### src/hdl/prqs_pkg.sv
// Shared constants, types and codes of the ready queue scheduler.
package prqs_pkg;

  localparam int unsigned QUEUE_DEPTH = 16;
  localparam int unsigned IDX_W       = (QUEUE_DEPTH > 1) ? $clog2(QUEUE_DEPTH) : 1;
  localparam int unsigned CNT_W       = $clog2(QUEUE_DEPTH + 1);

  localparam int unsigned ID_W        = 8;
  localparam int unsigned BURST_W     = 16;
  localparam int unsigned POLICY_W    = 2;

  localparam int unsigned S_TDATA_W   = 56;
  localparam int unsigned S_TUSER_W   = 1;
  localparam int unsigned M_TDATA_W   = 40;
  localparam int unsigned M_TUSER_W   = 2;

  // Scheduling policies; the unused code behaves as first come first served.
  typedef enum logic [POLICY_W-1:0] {
    POL_FCFS = 2'd0,
    POL_RR   = 2'd1,
    POL_SRTF = 2'd2
  } policy_e;

  // One queue entry.
  typedef struct packed {
    logic [ID_W-1:0]    id;
    logic [BURST_W-1:0] burst;
  } entry_t;

  // Operations of the queue controller.
  typedef enum logic [1:0] {
    Q_OP_PUSH,
    Q_OP_INSERT,
    Q_OP_POP
  } q_op_e;

  typedef struct packed {
    logic   req;
    q_op_e  op;
    entry_t item;
  } q_cmd_t;

  typedef struct packed {
    logic   done;
    logic   ovf;
    logic   empty;
    entry_t item;
  } q_stat_t;

  typedef enum logic [2:0] {
    Q_IDLE,
    Q_SCAN_RD,
    Q_SCAN_CMP,
    Q_SHIFT_RD,
    Q_SHIFT_WR,
    Q_POP_RD
  } q_state_e;

  typedef enum logic [2:0] {
    S_IDLE,
    S_NEW,
    S_RUN,
    S_POP,
    S_DONE
  } sched_state_e;

endpackage

### src/hdl/process_ready_queue_scheduler.sv
// Top level of the ready queue scheduler: event decode, running slot and stream ports.
// Each accepted word is one scheduling event and yields one result word. After
// the accept cycle the event walks three steps (enqueue the new process, enqueue
// the running process, pop the queue front) and a result step, which waits while
// an earlier result still waits on m_axis. A shortest remaining time insert scans
// from the queue front to the insert point and then moves each entry behind it up
// one place, with one read and one write for every entry. The single-port queue
// memory and its one burst comparator make it walk the entries one at a time.
// s_axis_tready is high only between events; a result may wait on m_axis while the
// next event is taken.
module process_ready_queue_scheduler (
  input  logic                             clk_i,
  input  logic                             rst_ni,
  input  logic                             cfg_valid_i,
  output logic                             cfg_ready_o,
  input  logic [prqs_pkg::POLICY_W-1:0]    cfg_data_i,    // policy
  input  logic                             s_axis_tvalid,
  output logic                             s_axis_tready,
  // new_id[7:0], new_burst[23:8], time_remaining[39:24], running_burst[55:40]
  input  logic [prqs_pkg::S_TDATA_W-1:0]   s_axis_tdata,
  // has_new[0]
  input  logic [prqs_pkg::S_TUSER_W-1:0]   s_axis_tuser,
  output logic                             m_axis_tvalid,
  input  logic                             m_axis_tready,
  // run_id[7:0], run_burst[23:8], finished_id[31:24], overflow[32], zero[39:33]
  output logic [prqs_pkg::M_TDATA_W-1:0]   m_axis_tdata,
  // run_valid[0], finished_valid[1]
  output logic [prqs_pkg::M_TUSER_W-1:0]   m_axis_tuser
);
  import prqs_pkg::*;

  sched_state_e         state_q, state_d;
  logic [POLICY_W-1:0]  policy_q;

  logic                 run_present_q, run_present_d;
  logic [ID_W-1:0]      run_ident_q, run_ident_d;
  logic [BURST_W-1:0]   run_rem_q, run_rem_d;

  logic                 need_new_q, need_new_d;
  logic                 need_run_q, need_run_d;
  logic                 need_pop_q, need_pop_d;
  logic                 sorted_q, sorted_d;
  logic                 run_new_q, run_new_d;
  logic                 fin_q, fin_d;
  logic                 ovf_q, ovf_d;
  entry_t               new_q, new_d;
  logic [ID_W-1:0]      fin_id_q, fin_id_d;

  logic                 m_valid_q, m_valid_d;
  logic [M_TDATA_W-1:0] m_data_q, m_data_d;
  logic [M_TUSER_W-1:0] m_user_q, m_user_d;

  logic                 in_has_new;
  logic [ID_W-1:0]      in_new_id;
  logic [BURST_W-1:0]   in_new_burst;
  logic [BURST_W-1:0]   in_tr;
  logic [BURST_W-1:0]   in_rb;

  logic                 dec_new, dec_run, dec_pop, dec_sorted, dec_run_new, dec_fin;
  logic                 srtf_live;

  logic                 out_present;
  logic [ID_W-1:0]      out_ident;
  logic [BURST_W-1:0]   out_rem;

  q_cmd_t               q_cmd;
  q_stat_t              q_stat;

  // Input word fields.
  assign in_has_new   = s_axis_tuser[0];
  assign in_new_id    = s_axis_tdata[7:0];
  assign in_new_burst = s_axis_tdata[23:8];
  assign in_tr        = s_axis_tdata[39:24];
  assign in_rb        = s_axis_tdata[55:40];

  assign cfg_ready_o   = 1'b1;
  assign s_axis_tready = (state_q == S_IDLE);
  assign m_axis_tvalid = m_valid_q;
  assign m_axis_tdata  = m_data_q;
  assign m_axis_tuser  = m_user_q;

  // Decide the queue steps of the incoming event from the policy and slot state.
  always_comb begin
    dec_new     = 1'b0;
    dec_run     = 1'b0;
    dec_pop     = 1'b0;
    dec_sorted  = 1'b0;
    dec_run_new = 1'b0;
    dec_fin     = 1'b0;
    srtf_live   = run_present_q && (in_tr != '0);

    unique case (policy_q)
      POL_RR: begin
        if (in_tr == '0) begin
          if (!run_present_q) begin
            dec_run_new = in_has_new;
          end else begin
            dec_new = in_has_new;
            dec_run = (in_rb != '0);
            dec_fin = (in_rb == '0);
            dec_pop = 1'b1;
          end
        end else begin
          dec_new = in_has_new;
        end
      end
      POL_SRTF: begin
        dec_sorted = 1'b1;
        if (!in_has_new) begin
          if ((in_tr == '0) && run_present_q) begin
            dec_fin = 1'b1;
            dec_pop = 1'b1;
          end
        end else if ((in_tr == '0) && !run_present_q) begin
          dec_run_new = 1'b1;
        end else begin
          // The expired process finishes and then the slot counts as empty.
          dec_fin = (in_tr == '0);
          if (in_tr > in_new_burst) begin
            dec_run     = srtf_live;
            dec_run_new = 1'b1;
          end else begin
            dec_new = 1'b1;
            dec_pop = !srtf_live;
          end
        end
      end
      default: begin
        if (!run_present_q) begin
          dec_run_new = in_has_new;
        end else begin
          dec_new = in_has_new;
          dec_fin = (in_tr == '0);
          dec_pop = (in_tr == '0);
        end
      end
    endcase
  end

  // Slot contents shown in the result.
  assign out_present = run_new_q ? 1'b1 : run_present_q;
  assign out_ident   = run_new_q ? new_q.id : run_ident_q;
  assign out_rem     = run_new_q ? new_q.burst : run_rem_q;

  // Event sequencer and queue requests.
  always_comb begin
    state_d       = state_q;
    run_present_d = run_present_q;
    run_ident_d   = run_ident_q;
    run_rem_d     = run_rem_q;
    need_new_d    = need_new_q;
    need_run_d    = need_run_q;
    need_pop_d    = need_pop_q;
    sorted_d      = sorted_q;
    run_new_d     = run_new_q;
    fin_d         = fin_q;
    new_d         = new_q;
    fin_id_d      = fin_id_q;
    ovf_d         = ovf_q | (q_stat.done & q_stat.ovf);
    m_valid_d     = m_valid_q;
    m_data_d      = m_data_q;
    m_user_d      = m_user_q;
    q_cmd         = '0;
    q_cmd.op      = sorted_q ? Q_OP_INSERT : Q_OP_PUSH;
    q_cmd.item    = new_q;

    if (m_valid_q && m_axis_tready) begin
      m_valid_d = 1'b0;
    end

    unique case (state_q)
      S_IDLE: begin
        if (s_axis_tvalid) begin
          need_new_d = dec_new;
          need_run_d = dec_run;
          need_pop_d = dec_pop;
          sorted_d   = dec_sorted;
          run_new_d  = dec_run_new;
          fin_d      = dec_fin;
          fin_id_d   = run_ident_q;
          new_d.id    = in_new_id;
          new_d.burst = in_new_burst;
          ovf_d      = 1'b0;
          if (run_present_q) begin
            run_rem_d = in_rb;
          end
          state_d = S_NEW;
        end
      end
      S_NEW: begin
        q_cmd.req = need_new_q;
        if (!need_new_q || q_stat.done) begin
          state_d = S_RUN;
        end
      end
      S_RUN: begin
        q_cmd.req        = need_run_q;
        q_cmd.item.id    = run_ident_q;
        q_cmd.item.burst = run_rem_q;
        if (!need_run_q || q_stat.done) begin
          state_d = S_POP;
        end
      end
      S_POP: begin
        q_cmd.req = need_pop_q;
        q_cmd.op  = Q_OP_POP;
        if (need_pop_q && q_stat.done) begin
          run_present_d = !q_stat.empty;
          if (!q_stat.empty) begin
            run_ident_d = q_stat.item.id;
            run_rem_d   = q_stat.item.burst;
          end
        end
        if (!need_pop_q || q_stat.done) begin
          state_d = S_DONE;
        end
      end
      S_DONE: begin
        if (!m_valid_q || m_axis_tready) begin
          run_present_d  = out_present;
          run_ident_d    = out_ident;
          run_rem_d      = out_rem;
          m_valid_d      = 1'b1;
          m_data_d       = '0;
          m_data_d[7:0]  = out_present ? out_ident : '0;
          m_data_d[23:8] = out_present ? out_rem : '0;
          m_data_d[31:24] = fin_q ? fin_id_q : '0;
          m_data_d[32]   = ovf_q;
          m_user_d[0]    = out_present;
          m_user_d[1]    = fin_q;
          state_d        = S_IDLE;
        end
      end
      default: begin
        state_d = S_IDLE;
      end
    endcase
  end

  // Control registers.
  always_ff @(posedge clk_i or negedge rst_ni) begin
    if (!rst_ni) begin
      state_q       <= S_IDLE;
      policy_q      <= POL_FCFS;
      run_present_q <= 1'b0;
      run_ident_q   <= '0;
      run_rem_q     <= '0;
      need_new_q    <= 1'b0;
      need_run_q    <= 1'b0;
      need_pop_q    <= 1'b0;
      sorted_q      <= 1'b0;
      run_new_q     <= 1'b0;
      fin_q         <= 1'b0;
      ovf_q         <= 1'b0;
      m_valid_q     <= 1'b0;
    end else begin
      state_q       <= state_d;
      if (cfg_valid_i && cfg_ready_o) begin
        policy_q <= cfg_data_i;
      end
      run_present_q <= run_present_d;
      run_ident_q   <= run_ident_d;
      run_rem_q     <= run_rem_d;
      need_new_q    <= need_new_d;
      need_run_q    <= need_run_d;
      need_pop_q    <= need_pop_d;
      sorted_q      <= sorted_d;
      run_new_q     <= run_new_d;
      fin_q         <= fin_d;
      ovf_q         <= ovf_d;
      m_valid_q     <= m_valid_d;
    end
  end

  // Event payload and result word.
  always_ff @(posedge clk_i) begin
    new_q    <= new_d;
    fin_id_q <= fin_id_d;
    m_data_q <= m_data_d;
    m_user_q <= m_user_d;
  end

  prqs_queue u_queue (
    .clk_i  (clk_i),
    .rst_ni (rst_ni),
    .cmd_i  (q_cmd),
    .stat_o (q_stat)
  );

endmodule

### src/hdl/prqs_queue.sv
// Ready queue: ring buffer memory with a sequencer for push, sorted insert and pop.
module prqs_queue (
  input  logic             clk_i,
  input  logic             rst_ni,
  input  prqs_pkg::q_cmd_t cmd_i,
  output prqs_pkg::q_stat_t stat_o
);
  import prqs_pkg::*;

  q_state_e             state_q, state_d;
  logic [IDX_W-1:0]     head_q, head_d;
  logic [CNT_W-1:0]     count_q, count_d;
  logic [CNT_W-1:0]     idx_q, idx_d;
  logic [CNT_W-1:0]     pos_q, pos_d;

  entry_t               mem_q [QUEUE_DEPTH];
  entry_t               rdata_q;
  entry_t               wdata;
  logic [IDX_W-1:0]     raddr;
  logic [IDX_W-1:0]     waddr;
  logic                 we;
  logic                 full;

  // Offset from the head, wrapped around the ring.
  function automatic logic [IDX_W-1:0] ring_add(logic [IDX_W-1:0] base,
                                                logic [CNT_W-1:0] off);
    logic [CNT_W:0] sum;
    sum = (CNT_W+1)'(base) + (CNT_W+1)'(off);
    if (sum >= (CNT_W+1)'(QUEUE_DEPTH)) begin
      sum = sum - (CNT_W+1)'(QUEUE_DEPTH);
    end
    return sum[IDX_W-1:0];
  endfunction

  assign full = (count_q == CNT_W'(QUEUE_DEPTH));

  // Single-port storage with a registered read.
  always_ff @(posedge clk_i) begin
    if (we) begin
      mem_q[waddr] <= wdata;
    end
    rdata_q <= mem_q[raddr];
  end

  // Sequencer: a sorted insert scans forward with the one burst comparator,
  // then moves the tail up one word at a time and writes the new word.
  always_comb begin
    state_d     = state_q;
    head_d      = head_q;
    count_d     = count_q;
    idx_d       = idx_q;
    pos_d       = pos_q;
    raddr       = head_q;
    waddr       = head_q;
    wdata       = cmd_i.item;
    we          = 1'b0;
    stat_o      = '0;
    stat_o.item = rdata_q;

    unique case (state_q)
      Q_IDLE: begin
        if (cmd_i.req) begin
          unique case (cmd_i.op)
            Q_OP_PUSH: begin
              stat_o.done = 1'b1;
              if (full) begin
                stat_o.ovf = 1'b1;
              end else begin
                we      = 1'b1;
                waddr   = ring_add(head_q, count_q);
                count_d = count_q + CNT_W'(1);
              end
            end
            Q_OP_INSERT: begin
              if (full) begin
                stat_o.done = 1'b1;
                stat_o.ovf  = 1'b1;
              end else begin
                idx_d   = '0;
                state_d = Q_SCAN_RD;
              end
            end
            Q_OP_POP: begin
              if (count_q == '0) begin
                stat_o.done  = 1'b1;
                stat_o.empty = 1'b1;
              end else begin
                raddr   = head_q;
                state_d = Q_POP_RD;
              end
            end
            default: begin
              stat_o.done = 1'b1;
            end
          endcase
        end
      end
      Q_SCAN_RD: begin
        if (idx_q == count_q) begin
          pos_d   = idx_q;
          state_d = Q_SHIFT_RD;
        end else begin
          raddr   = ring_add(head_q, idx_q);
          state_d = Q_SCAN_CMP;
        end
      end
      Q_SCAN_CMP: begin
        if (rdata_q.burst > cmd_i.item.burst) begin
          pos_d   = idx_q;
          idx_d   = count_q;
          state_d = Q_SHIFT_RD;
        end else begin
          idx_d   = idx_q + CNT_W'(1);
          state_d = Q_SCAN_RD;
        end
      end
      Q_SHIFT_RD: begin
        if (idx_q == pos_q) begin
          we          = 1'b1;
          waddr       = ring_add(head_q, pos_q);
          count_d     = count_q + CNT_W'(1);
          stat_o.done = 1'b1;
          state_d     = Q_IDLE;
        end else begin
          raddr   = ring_add(head_q, idx_q - CNT_W'(1));
          state_d = Q_SHIFT_WR;
        end
      end
      Q_SHIFT_WR: begin
        we      = 1'b1;
        waddr   = ring_add(head_q, idx_q);
        wdata   = rdata_q;
        idx_d   = idx_q - CNT_W'(1);
        state_d = Q_SHIFT_RD;
      end
      Q_POP_RD: begin
        stat_o.done = 1'b1;
        head_d      = ring_add(head_q, CNT_W'(1));
        count_d     = count_q - CNT_W'(1);
        state_d     = Q_IDLE;
      end
      default: begin
        state_d = Q_IDLE;
      end
    endcase
  end

  // Control registers.
  always_ff @(posedge clk_i or negedge rst_ni) begin
    if (!rst_ni) begin
      state_q <= Q_IDLE;
      head_q  <= '0;
      count_q <= '0;
    end else begin
      state_q <= state_d;
      head_q  <= head_d;
      count_q <= count_d;
    end
  end

  // Scan and shift positions.
  always_ff @(posedge clk_i) begin
    idx_q <= idx_d;
    pos_q <= pos_d;
  end

endmodule

### config.mk
export PLATFORM = sky130hd
export DESIGN_NAME = process_ready_queue_scheduler
export DESIGN_NICKNAME = d
export VERILOG_FILES = /design/src/hdl/prqs_pkg.sv /design/src/hdl/process_ready_queue_scheduler.sv /design/src/hdl/prqs_queue.sv
export SDC_FILE = /design/constraint.sdc
export NUM_CORES = 1
export LEC_CHECK = 0
export BUFFER_PORTS_ARGS = -buffer_cell sky130_fd_sc_hd__buf_2
export CAP_MARGIN = 20
export CORE_MARGIN = 3
export CORE_UTILIZATION = 55
export DETAILED_ROUTE_END_ITERATION = 8
export GPL_TIMING_DRIVEN = 0
export PLACE_DENSITY = 0.81
export SLEW_MARGIN = 20
export SYNTH_ARGS = -nofsm -noshare
export SYNTH_HDL_FRONTEND = slang
export SYNTH_SLANG_ARGS = --single-unit
### constraint.sdc
create_clock -name clk_i -period 7.9 [get_ports clk_i]
set_clock_uncertainty 0.05 [all_clocks]
set_input_delay 1.58 -clock clk_i [delete_from_list [all_inputs] [get_ports clk_i]]
set_output_delay 1.58 -clock clk_i [all_outputs]
set_load 0.005 [all_outputs]
# Word-level counts from Yosys, hierarchy flattened
# Memory sizes are Yosys's and may differ from the RTL's. A register that Yosys moved wholly into a read port is not among the register bits.
# Cells that the tools add are included.
[totals] ff_bits=127 ramBits=384 elab_cells=236 memories=1
[op_classes] n_addsub=14 magnitude_cmp=7 n_eq_ne=34 mux=114 bitwise=2 n_reduce_logical=39
[memory_table] name="u_queue.mem_q" depth=16 width=24 read_ports=1 rd_clocked_by_memory_dff=1 wr=1 line="prqs_queue.sv:16" text="entry_t mem_q [QUEUE_DEPTH];"
[op_table] cell="$mux W16" n=6
[op_table] cell="$mux W5" n=10
[op_table] cell="$mux W24" n=2
[op_table] cell="$pmux W16 S3" n=1
[op_table] cell="$mux W1" n=46
[op_table] cell="$mux W4" n=11
[op_table] cell="$gt A16 B16 Y1" n=2
[op_table] cell="$logic_not A16 Y1" n=2
[op_table] cell="$mux W8" n=4
[op_table] cell="$reduce_bool A16 Y1" n=2
[op_table] cell="$mux W3" n=10
[op_table] cell="$pmux W3 S5" n=2
[op_table] cell="$pmux W5 S3" n=2
[op_table] cell="$add A4 B5 Y6" n=4
[op_table] cell="$ge A6 B5 Y1 const B" n=4
[op_table] cell="$ne A2 B2 Y1 const B" n=11
[op_table] cell="$sub A4 B1 Y4 const B" n=5
[op_table] cell="$pmux W1 S2" n=8
[op_table] cell="$pmux W8 S2" n=1
[op_table] cell="$eq A3 B2 Y1 const B" n=4
[op_table] cell="$pmux W4 S3" n=1
[op_table] cell="$reduce_and A4 Y1" n=3
[op_table] cell="$add A5 B1 Y5 const B" n=2
[op_table] cell="$eq A5 B5 Y1" n=2
[op_table] cell="other kinds (29)" n=65

# Logic depth before layout (Yosys ltp)
# Gate-level depths: netlist of the first run.
[depth] ltp_word=10 ltp_mapped=17

# Hierarchy
# From an unflattened synthesis of the first run, not the netlist that was laid out.
[unflattened] cells_unflattened=1721 hier_area_um2=23885.4
[modules_own_cells] mod="prqs_queue" n_inst=1 cells_each=1270 area_per_inst_um2=18632.9 seq_area_each_um2=12612.1
[modules_own_cells] mod="process_ready_queue_scheduler" n_inst=1 cells_each=451 area_per_inst_um2=5252.5 seq_area_each_um2=2962.8

# Worst setup path after synthesis of the first run
# Ideal clock, no wire load.
[synth_path] path_kind="register -> register" from="register state_q[0]" to="register u_queue.pos_q[0] (enable)" setup_ps=293 t_arrival_ps=3491 required_ps=7557 setup_slack_ps=4066 path_stages_with_launch=16 n_path_buf=4 path_cell_list="dfrtp_1 -> buf_2 -> nor2_1 -> and2_1 -> clkbuf_1 -> clkbuf_1 -> mux2i_1 -> ha_1 -> a21o_1 -> a21o_1 -> a21o_1 -> a211oi_1 -> o21ai_0 -> o21ai_1 -> clkbuf_1 -> o32ai_1"
[synth_via] elab_chain_cells=5
[synth_rtl] item="start: declaration" line="process_ready_queue_scheduler.sv:32" text="sched_state_e state_q, state_d;"
[synth_rtl] item="start signal: assignment" line="process_ready_queue_scheduler.sv:257" text="state_q <= state_d;"
[synth_rtl] item="$eq A3 B2 Y1" line="process_ready_queue_scheduler.sv:171" text="unique case (state_q)"
[synth_rtl] item="$mux W24" line="process_ready_queue_scheduler.sv:171"
[synth_rtl] item="$gt A16 B16 Y1" line="prqs_queue.sv:108" text="if (rdata_q.burst > cmd_i.item.burst) begin"
[synth_rtl] item="$ne A2 B1 Y1 (no source line)"
[synth_rtl] item="$reduce_and A3 Y1 (no source line)"
[synth_rtl] item="end signal: assignment" line="prqs_queue.sv:164" text="pos_q <= pos_d;"
[synth_rtl] item="end: declaration" line="prqs_queue.sv:14" text="logic [CNT_W-1:0] pos_q, pos_d;"
# Every way passes these cells.
# A chain may end at the register's enable or synchronous reset.

# Worst setup path after layout of the first run
# Ends and elaborated chain as after synthesis.

==> metrics.md, run 1 <==
| Metric | Value |
|---|---|
| RR Startpoint | state_q[0]$_DFFE_PN0P_ |
| Routed WL | 55.8 mm |
| Post-synth EDFFs | ~460 |
| Hold wc startpoint | u_queue.idx_q[3]$_DFFE_PP_ |
| Unique cell type count in the Yosys netlist | 66 |
| Leak Pwr | 9.58 nW |
| Max Clk Rate | 201 MHz |
| Dpl cell area | 24,800 um2 |
| Clock Tree Root | clkbuf_16 |
| Syn Area/Cell | 16.7 um2 |
| Final hold viol count | 0 |
| Share of layout cells above drive strength 1 | 0.242 |
| Post-synthesis compound-gate area fraction | 0.0570 |
| Core ar. | 41,100 um2 |
| CP Class | reg -> reg |
| Antenna Violating Nets Remaining | 0 |
| Total CTS buffers | 51 |
| Tcrit/Tclk final | 0.629 |
| Rel. slew slack | 0.228 |
| Hold path cells | 0 |
| Synth Area in Simple Gates | 0.0467 |
| Reg clk slew, reported paths | roughly 60 ps |
| CTS tree | built |
| P&R area growth vs syn | 15.4% |
| Clock sink total | 535 |
| Drt drc | 0 |
| Post-Synthesis Cells | 1,384 |
| P per Cell Area | 346 nW/um2 |
| Slew at the pin with the worst max-slew slack | about 1200 ps |
| Number of buffers added on ports | 100 |
| Largest family of logic cells by synthesized area | multiplexers |
| Synth area leaders | edfxtp_1, mux4_2, dfrtp_1, mux2i_1, ha_1 |
| Largest net degree at the start of global routing | 51 |
| #FFs+latches synth | 535 |
| Commonest non-fill, non-tap cell in the layout | edfxtp_1 |
| Post-synthesis mux area share | 0.152 |
| Maximum clock insertion buffer count | 3 |
| Crit path max fanout | 10 |
| Fillers | 2,713 |
| Post-CTS Resized | 0 |
| First-pass GRT wire length | 83.9 mm |
| Min-Delay Endpoint | u_queue.pos_q[3]$_DFFE_PP_ |
| Worst reg2reg path depth | 15 |
| Synth Warn # | 0 |
| Final net count | 1,681 |
| Finished Cell Area | 26,600 um2 |
| Synth Area in Adders | 0.0325 |
| Maximum vdd drop | 0.187 mV |
| RSZ-0062 raised after global routing | false |
| Die area | 44,500 um2 |
| Dominant cell type by area after synthesis | edfxtp_1 |
| Multi-input gate area | 7200 um2 |
| Commonest non-fill, non-tap cells in the layout | edfxtp_1, buf_2, mux2i_1 |
| Count of pins over their slew limit | 0 |
| Grt ovf | 0 |
| Initial antenna violation count | 1 |
| Vias in the first global route | about 14,000 |
| Die height | between 200 and 250 um |
| Rows | 74 |
| Netlist Area Pre-Place | ~23,000 um2 |
| Register area | 15,600 um2 |
| CP Launch Type | register |
| Ys flop type | edfxtp_1 |
| Initial Utilization | 0.562 |
| Io pins | 109 |
| Critical-path top delay cell | clkbuf_1 |
| Post-CTS Setup Bufs | 0 |
| Worst hold-check path type | reg -> reg |
| Setup TNS | 0 ps |
| Asr flop ratio synth | 0.0935 |
| Tmin final | 4970 ps |
| R2R Path End | u_queue.pos_q[0]$_DFFE_PP_ |
| H-tree depth | 2 |
| Max-Cap Viols | 0 |
| Final HPWL DP | 37.4 mm |
| Reg2reg setup slack | 2930 ps |
| Final GP Congestion | between 0.8 and 0.9 |
| Die width | 211 um |
| Min Hold Slack | 394 ps |
| Slowest cell delay on critical path | 600 ps |
| Status | completed |
| DR vias/cell | about 6.3 |
| Crit path cell chain | buf_2 > nor2_1 > and2_1 > clkbuf_1 > clkbuf_1 > mux2i_1 > ha_1 > a21o_1 > a21o_1 > a21o_1 > a211oi_1 > o21ai_0 > o21ai_1 > clkbuf_1 > o32ai_1 |
| Post-Synth XOR/XNOR Area | 0.0129 |
| Drt wl/cell | 26.1 um |
| Post-CTS Hold Fix Bufs | 0 |
| Final Setup Violations | 0 |
| Sequential fraction of the synthesis area | 0.675 |
| All-Layer GR Usage | 0.251 |
| Required @ worst endpoint | 8140 ps |
| Worst-Skew Late Latency | 620 ps |
| Share of the synthesized area in the top cell type | 0.600 |
| Crit end category | register |
| Overall Power | 9.23 mW |
| Pre-antenna DRT Iters | 8 |
| Total number of vias | about 13,000 |
| CP arrival | 5210 ps |
| Iteration-0 DRC count of the detailed router | 1,553 |
==> cells in the mapped netlist, types with 3 or more instances <==
library cell	instances
buf_4	12
o22ai_1	7
o21ai_0	16
nand4_1	11
o211ai_1	3
mux2i_1	112
or3_1	3
o31ai_1	4
a21o_1	18
inv_1	36
a221o_1	16
edfxtp_1	461
buf_2	23
nand2b_1	4
o21ai_1	6
fa_1	5
nor3_1	9
or2_2	3
nand3b_1	5
o221ai_1	4
nand2_1	45
buf_6	6
mux2_2	4
a22oi_1	3
a21oi_1	64
mux2_1	17
nor4_1	9
buf_1	3
dfxtp_1	24
mux4_2	96
ha_1	52
xnor2_1	17
xor2_1	17
clkbuf_1	31
and3_1	12
nand3_1	12
and2_1	11
nor2_1	83
a22o_1	25
o2bb2ai_1	8
dfrtp_1	50
nor2b_1	10
==> where the power goes <==
group | switching (mW) | internal (mW)
clock network | 1.08 | 1.44
registers | 0.245 | 3.77
logic | 1.62 | 1.06
total | 2.95 | 6.28
==> flip-flops by register name (all words and copies together), names as in the netlist, 2 cells and up <==
register         count
u_queue.mem_q      384
m_axis_tdata        33
new_q               24
u_queue.stat_o      24
run_rem_q           16
fin_id_q             8
run_ident_q          8
u_queue.count_q      5
u_queue.idx_q        5
u_queue.pos_q        5
u_queue.head_q       4
state_q              3
u_queue.state_q      3
m_axis_tuser         2
policy_q             2
==> worst max path at each step <==
stage / start / to / slack [ps] / depth (start not counted)
after floorplan: state_q[0]$_DFFE_PN0P_ / u_queue.pos_q[0]$_DFFE_PP_ / 4070 / 15
after global placement: u_queue.idx_q[0]$_DFFE_PP_ / u_queue.mem_q[2][7]$_DFFE_PP_ / 2720 / 10
after detailed placement: state_q[0]$_DFFE_PN0P_ / u_queue.pos_q[1]$_DFFE_PP_ / 3110 / 14
after CTS: state_q[0]$_DFFE_PN0P_ / u_queue.pos_q[0]$_DFFE_PP_ / 3030 / 14
after global routing: state_q[0]$_DFFE_PN0P_ / u_queue.pos_q[0]$_DFFE_PP_ / 2590 / 14
final: state_q[0]$_DFFE_PN0P_ / u_queue.pos_q[0]$_DFFE_PP_ / 2930 / 15
==> metrics by stage <==
step	util	worst slack, ps	instances
after floorplan	-	4070	1390
after global placement	0.590	2720	2022
after detailed placement	0.604	3110	2039
after CTS	0.646	3030	2134
after global routing	0.648	2590	2134
final	0.648	2930	2135
==> worst max-delay path, delay by kind of cell, from the launching register on <==
family	cells	cell delay (ps)
AOI/OAI and AO/OA	7	1730
adders and majority gates	1	310
buffers and inverters	4	1470
DFF	1	370
muxes	1	380
and+or+nand+nor	2	310
==> final cells by class <==
class                   instances  share of cell area
diodes                          1           0.0000939
plain buffers                  75              0.0150
clock buffers                  61              0.0497
clock inverters                34              0.0156
inverters                      37             0.00521
multi-input cells             743               0.270
flip-flops and latches        535               0.584
well taps                     532              0.0250
repair buffers                117              0.0346
==> cells by family after synthesis <==
family	after synthesis
flops	535
mux	229
simple gates	224
compound gates	191
buf+inv	112
fa+ha+maj	57
xor+xnor	34
other cells	2
==> routing by layer <==
layer	vias up	global-route usage	part of all wire
li1	5791	-	-
met1	6831	0.335	0.39
met2	733	0.419	0.49
met3	134	0.0481	0.087
met4	0	0.0912	0.035
met5	-	0	0
(Power assumes the default switching activity.)
==> inputs of run 2 (changes only) <==
Clock period 7.9 ns to 4.82 ns, I/O delays scaled along.
==> run 2 against run 1 <==
Net effect: count of clock-buffer cells in the layout unchanged; routed wire length down 0.19%; sequential share of layout area down 0.058 points; utilization up 0.064 points; die area unchanged; register-to-register slack worse by 2700 ps; maximum frequency up 8.8%; power up 64%; worst hold slack worse by 57 ps; non-clock buffer count unchanged; clock power up 64%; via count down 0.13%; critical path type unchanged; critical endpoint unchanged; largest cell class unchanged; largest power group unchanged.
==> metrics.md, run 2 (synthesized netlist as in run 1, its figures left out) <==
| Metric | Value |
|---|---|
| Status | completed |
| Tcrit/Tclk final | 0.948 (+0.319) |
| Leak Pwr | 9.59 nW (+0.10%) |
| Max Clk Rate | 219 MHz (+8.8%) |
| Total number of vias | 13,500 (-0.13%) |
| Worst reg2reg path depth | 15 (unchanged) |
| Die area | 44,500 um2 (unchanged) |
| Fillers | 2,708 (-0.18%) |
| Final Util | 0.649 (about the same) |
| Share of layout cells above drive strength 1 | 0.245 (+0.00250) |
| Min Hold Slack | 337 ps (-57.2 ps) |
| H-tree depth | 2 (unchanged) |
| CP Class | reg -> reg |
| Commonest non-fill, non-tap cells in the layout | edfxtp_1, buf_2, mux2i_1 |
| Tmin final | 4570 ps (-401 ps) |
| Maximum clock insertion buffer count | 3 (unchanged) |
| Routed WL | 55.7 mm (-0.19%) |
| Die height | 211 um (unchanged) |
| Reg clk slew, reported paths | 70 ps (about the same) |
| CP arrival | 4810 ps (-400 ps) |
| RR Startpoint | state_q[0]$_DFFE_PN0P_ |
| Clock sink total | 535 (unchanged) |
| Die width | 211 um (unchanged) |
| Setup TNS | 0 ps (unchanged) |
| Io pins | 109 (unchanged) |
| Maximum vdd drop | 0.308 mV (+65%) |
| Crit path cell chain | buf_2 > nor2_1 > and2_1 > clkbuf_1 > buf_2 > mux2i_1 > ha_1 > a21o_1 > a21o_1 > a21o_1 > a211oi_1 > o21ai_0 > o21ai_2 > clkbuf_1 > o32ai_1 |
| Post-CTS Setup Bufs | 0 (unchanged) |
| Core ar. | 41,100 um2 (unchanged) |
| Final Setup Violations | 0 (unchanged) |
| CP Launch Type | register |
| Worst hold-check path type | in -> async |
| Final net count | 1,681 (unchanged) |
| P&R area growth vs syn | 15.5% (about the same) |
| Largest delay contributor family on the critical path | compound AO/OA/AOI/OAI gates |
| First-pass GRT wire length | 83.9 mm (unchanged) |
| R2R Path End | u_queue.pos_q[0]$_DFFE_PP_ |
| Slew at the pin with the worst max-slew slack | 1110 ps (-47.1 ps) |
| Final GP Congestion | 0.897 (unchanged) |
| Commonest non-fill, non-tap cell in the layout | edfxtp_1 |
| Reg2reg setup slack | 250 ps (-2680 ps) |
| Final HPWL DP | 37.4 mm (unchanged) |
| Crit path max fanout | 10 (unchanged) |
| Rows | 74 (unchanged) |
| Count of pins over their slew limit | 0 (unchanged) |
| Initial antenna violation count | 1 (unchanged) |
| Top reg by flops | u_queue.mem_q |
| Grt ovf | 0 (unchanged) |
| Vias in the first global route | 13,800 (unchanged) |
| Slowest cell delay on critical path | 370 ps (-230 ps) |
| CTS tree | built |
| Total CTS buffers | 51 (unchanged) |
| All-Layer GR Usage | 0.251 (unchanged) |
| Largest net degree at the start of global routing | 51 (unchanged) |
| Pre-antenna DRT Iters | 5 (-3) |
| Most used cell along the critical path | a21o_1 |
| Max reg flops | 384 (unchanged) |
| WP buf/inv | 4 (unchanged) |
| RSZ-0062 raised after global routing | false |
| Max-Cap Viols | 0 (unchanged) |
| Crit end category | register |
| Iteration-0 DRC count of the detailed router | 1,592 (+2.5%) |
| P per Cell Area | 568 nW/um2 (+64%) |
| Rel. slew slack | 0.260 (+0.0314) |
| Worst-Skew Late Latency | 620 ps (about the same) |
| Required @ worst endpoint | 5070 ps (-3070 ps) |
| Drt wl/cell | 26.1 um (-0.19%) |
| Drt drc | 0 (unchanged) |
| Clock Tree Root | clkbuf_16 |
| Final hold viol count | 0 (unchanged) |
| Overall Power | 15.1 mW (+64%) |
| Critical-path top delay cell | dfrtp_1 |
| Number of buffers added on ports | 100 (unchanged) |
| Initial Utilization | 0.562 (unchanged) |
| Antenna Violating Nets Remaining | 0 (unchanged) |
| DR vias/cell | 6.31 (-0.13%) |
## run 2: changes by cell type in the layout (fill, tap and decap cells not counted), sizes merged
cell,change
buf,+1
clkbuf,-1
## run 2: worst max path at each step
stage / end / slack (ps) / start / cells past startpoint
after global placement: u_queue.mem_q[2][7]$_DFFE_PP_ / -360 / u_queue.idx_q[0]$_DFFE_PP_ / 10
after detailed placement: u_queue.pos_q[1]$_DFFE_PP_ / 30 / state_q[0]$_DFFE_PN0P_ / 14
final: u_queue.pos_q[0]$_DFFE_PP_ / 250 / state_q[0]$_DFFE_PN0P_ / 15
after CTS: u_queue.pos_q[0]$_DFFE_PP_ / 30 / state_q[0]$_DFFE_PN0P_ / 15
after global routing: u_queue.pos_q[0]$_DFFE_PP_ / 5 / state_q[0]$_DFFE_PN0P_ / 15
after floorplan: u_queue.pos_q[0]$_DFFE_PP_ / 990 / state_q[0]$_DFFE_PN0P_ / 15
## run 2: area by class of cell
class / count / area, um2 / area share
Antenna cell: 1 / 2.50 / 0.0000938
Timing Repair Buffer: 117 / 921 / 0.0345
Inverter: 37 / 139 / 0.00521
Sequential cell: 535 / 15600 / 0.584
Clock buffer: 61 / 1320 / 0.0496
Buffer: 75 / 403 / 0.0151
Multi-Input combinational cell: 743 / 7230 / 0.271
Clock inverter: 34 / 417 / 0.0156
Tap cell: 532 / 666 / 0.0250
## run 2: per-stage QoR
step | instance area (um2) | cells | setup WS [ps]
floorplan | 23100 | 1390 | 986
global placement | 24300 | 2022 | -361
detailed placement | 24800 | 2039 | 28.8
CTS | 26600 | 2134 | 29.1
global route | 26700 | 2134 | 4.94
finish | 26700 | 2135 | 253
## run 2: power by group
group	internal, mW	switching [mW]	leakage (nW)
Sequential	6.19	0.402	5.00
Clock	2.36	1.78	0.841
Combinational	1.74	2.67	3.75
Total	10.3	4.85	9.59
## run 2: routing by layer
metal,vias to the layer above,track usage,part of all wire
li1,5795,-,-
met1,6829,0.335,0.39
met2,708,0.419,0.49
met3,140,0.0481,0.081
met4,0,0.0912,0.037
met5,-,0,0
## run 2: what timing repair did
| item | CTS | global route |
|---|---|---|
| endpoints found under the setup margin | 6 | 34 |
| hold buffers | 0 | 0 |
| resized for setup | 1 | 8 |
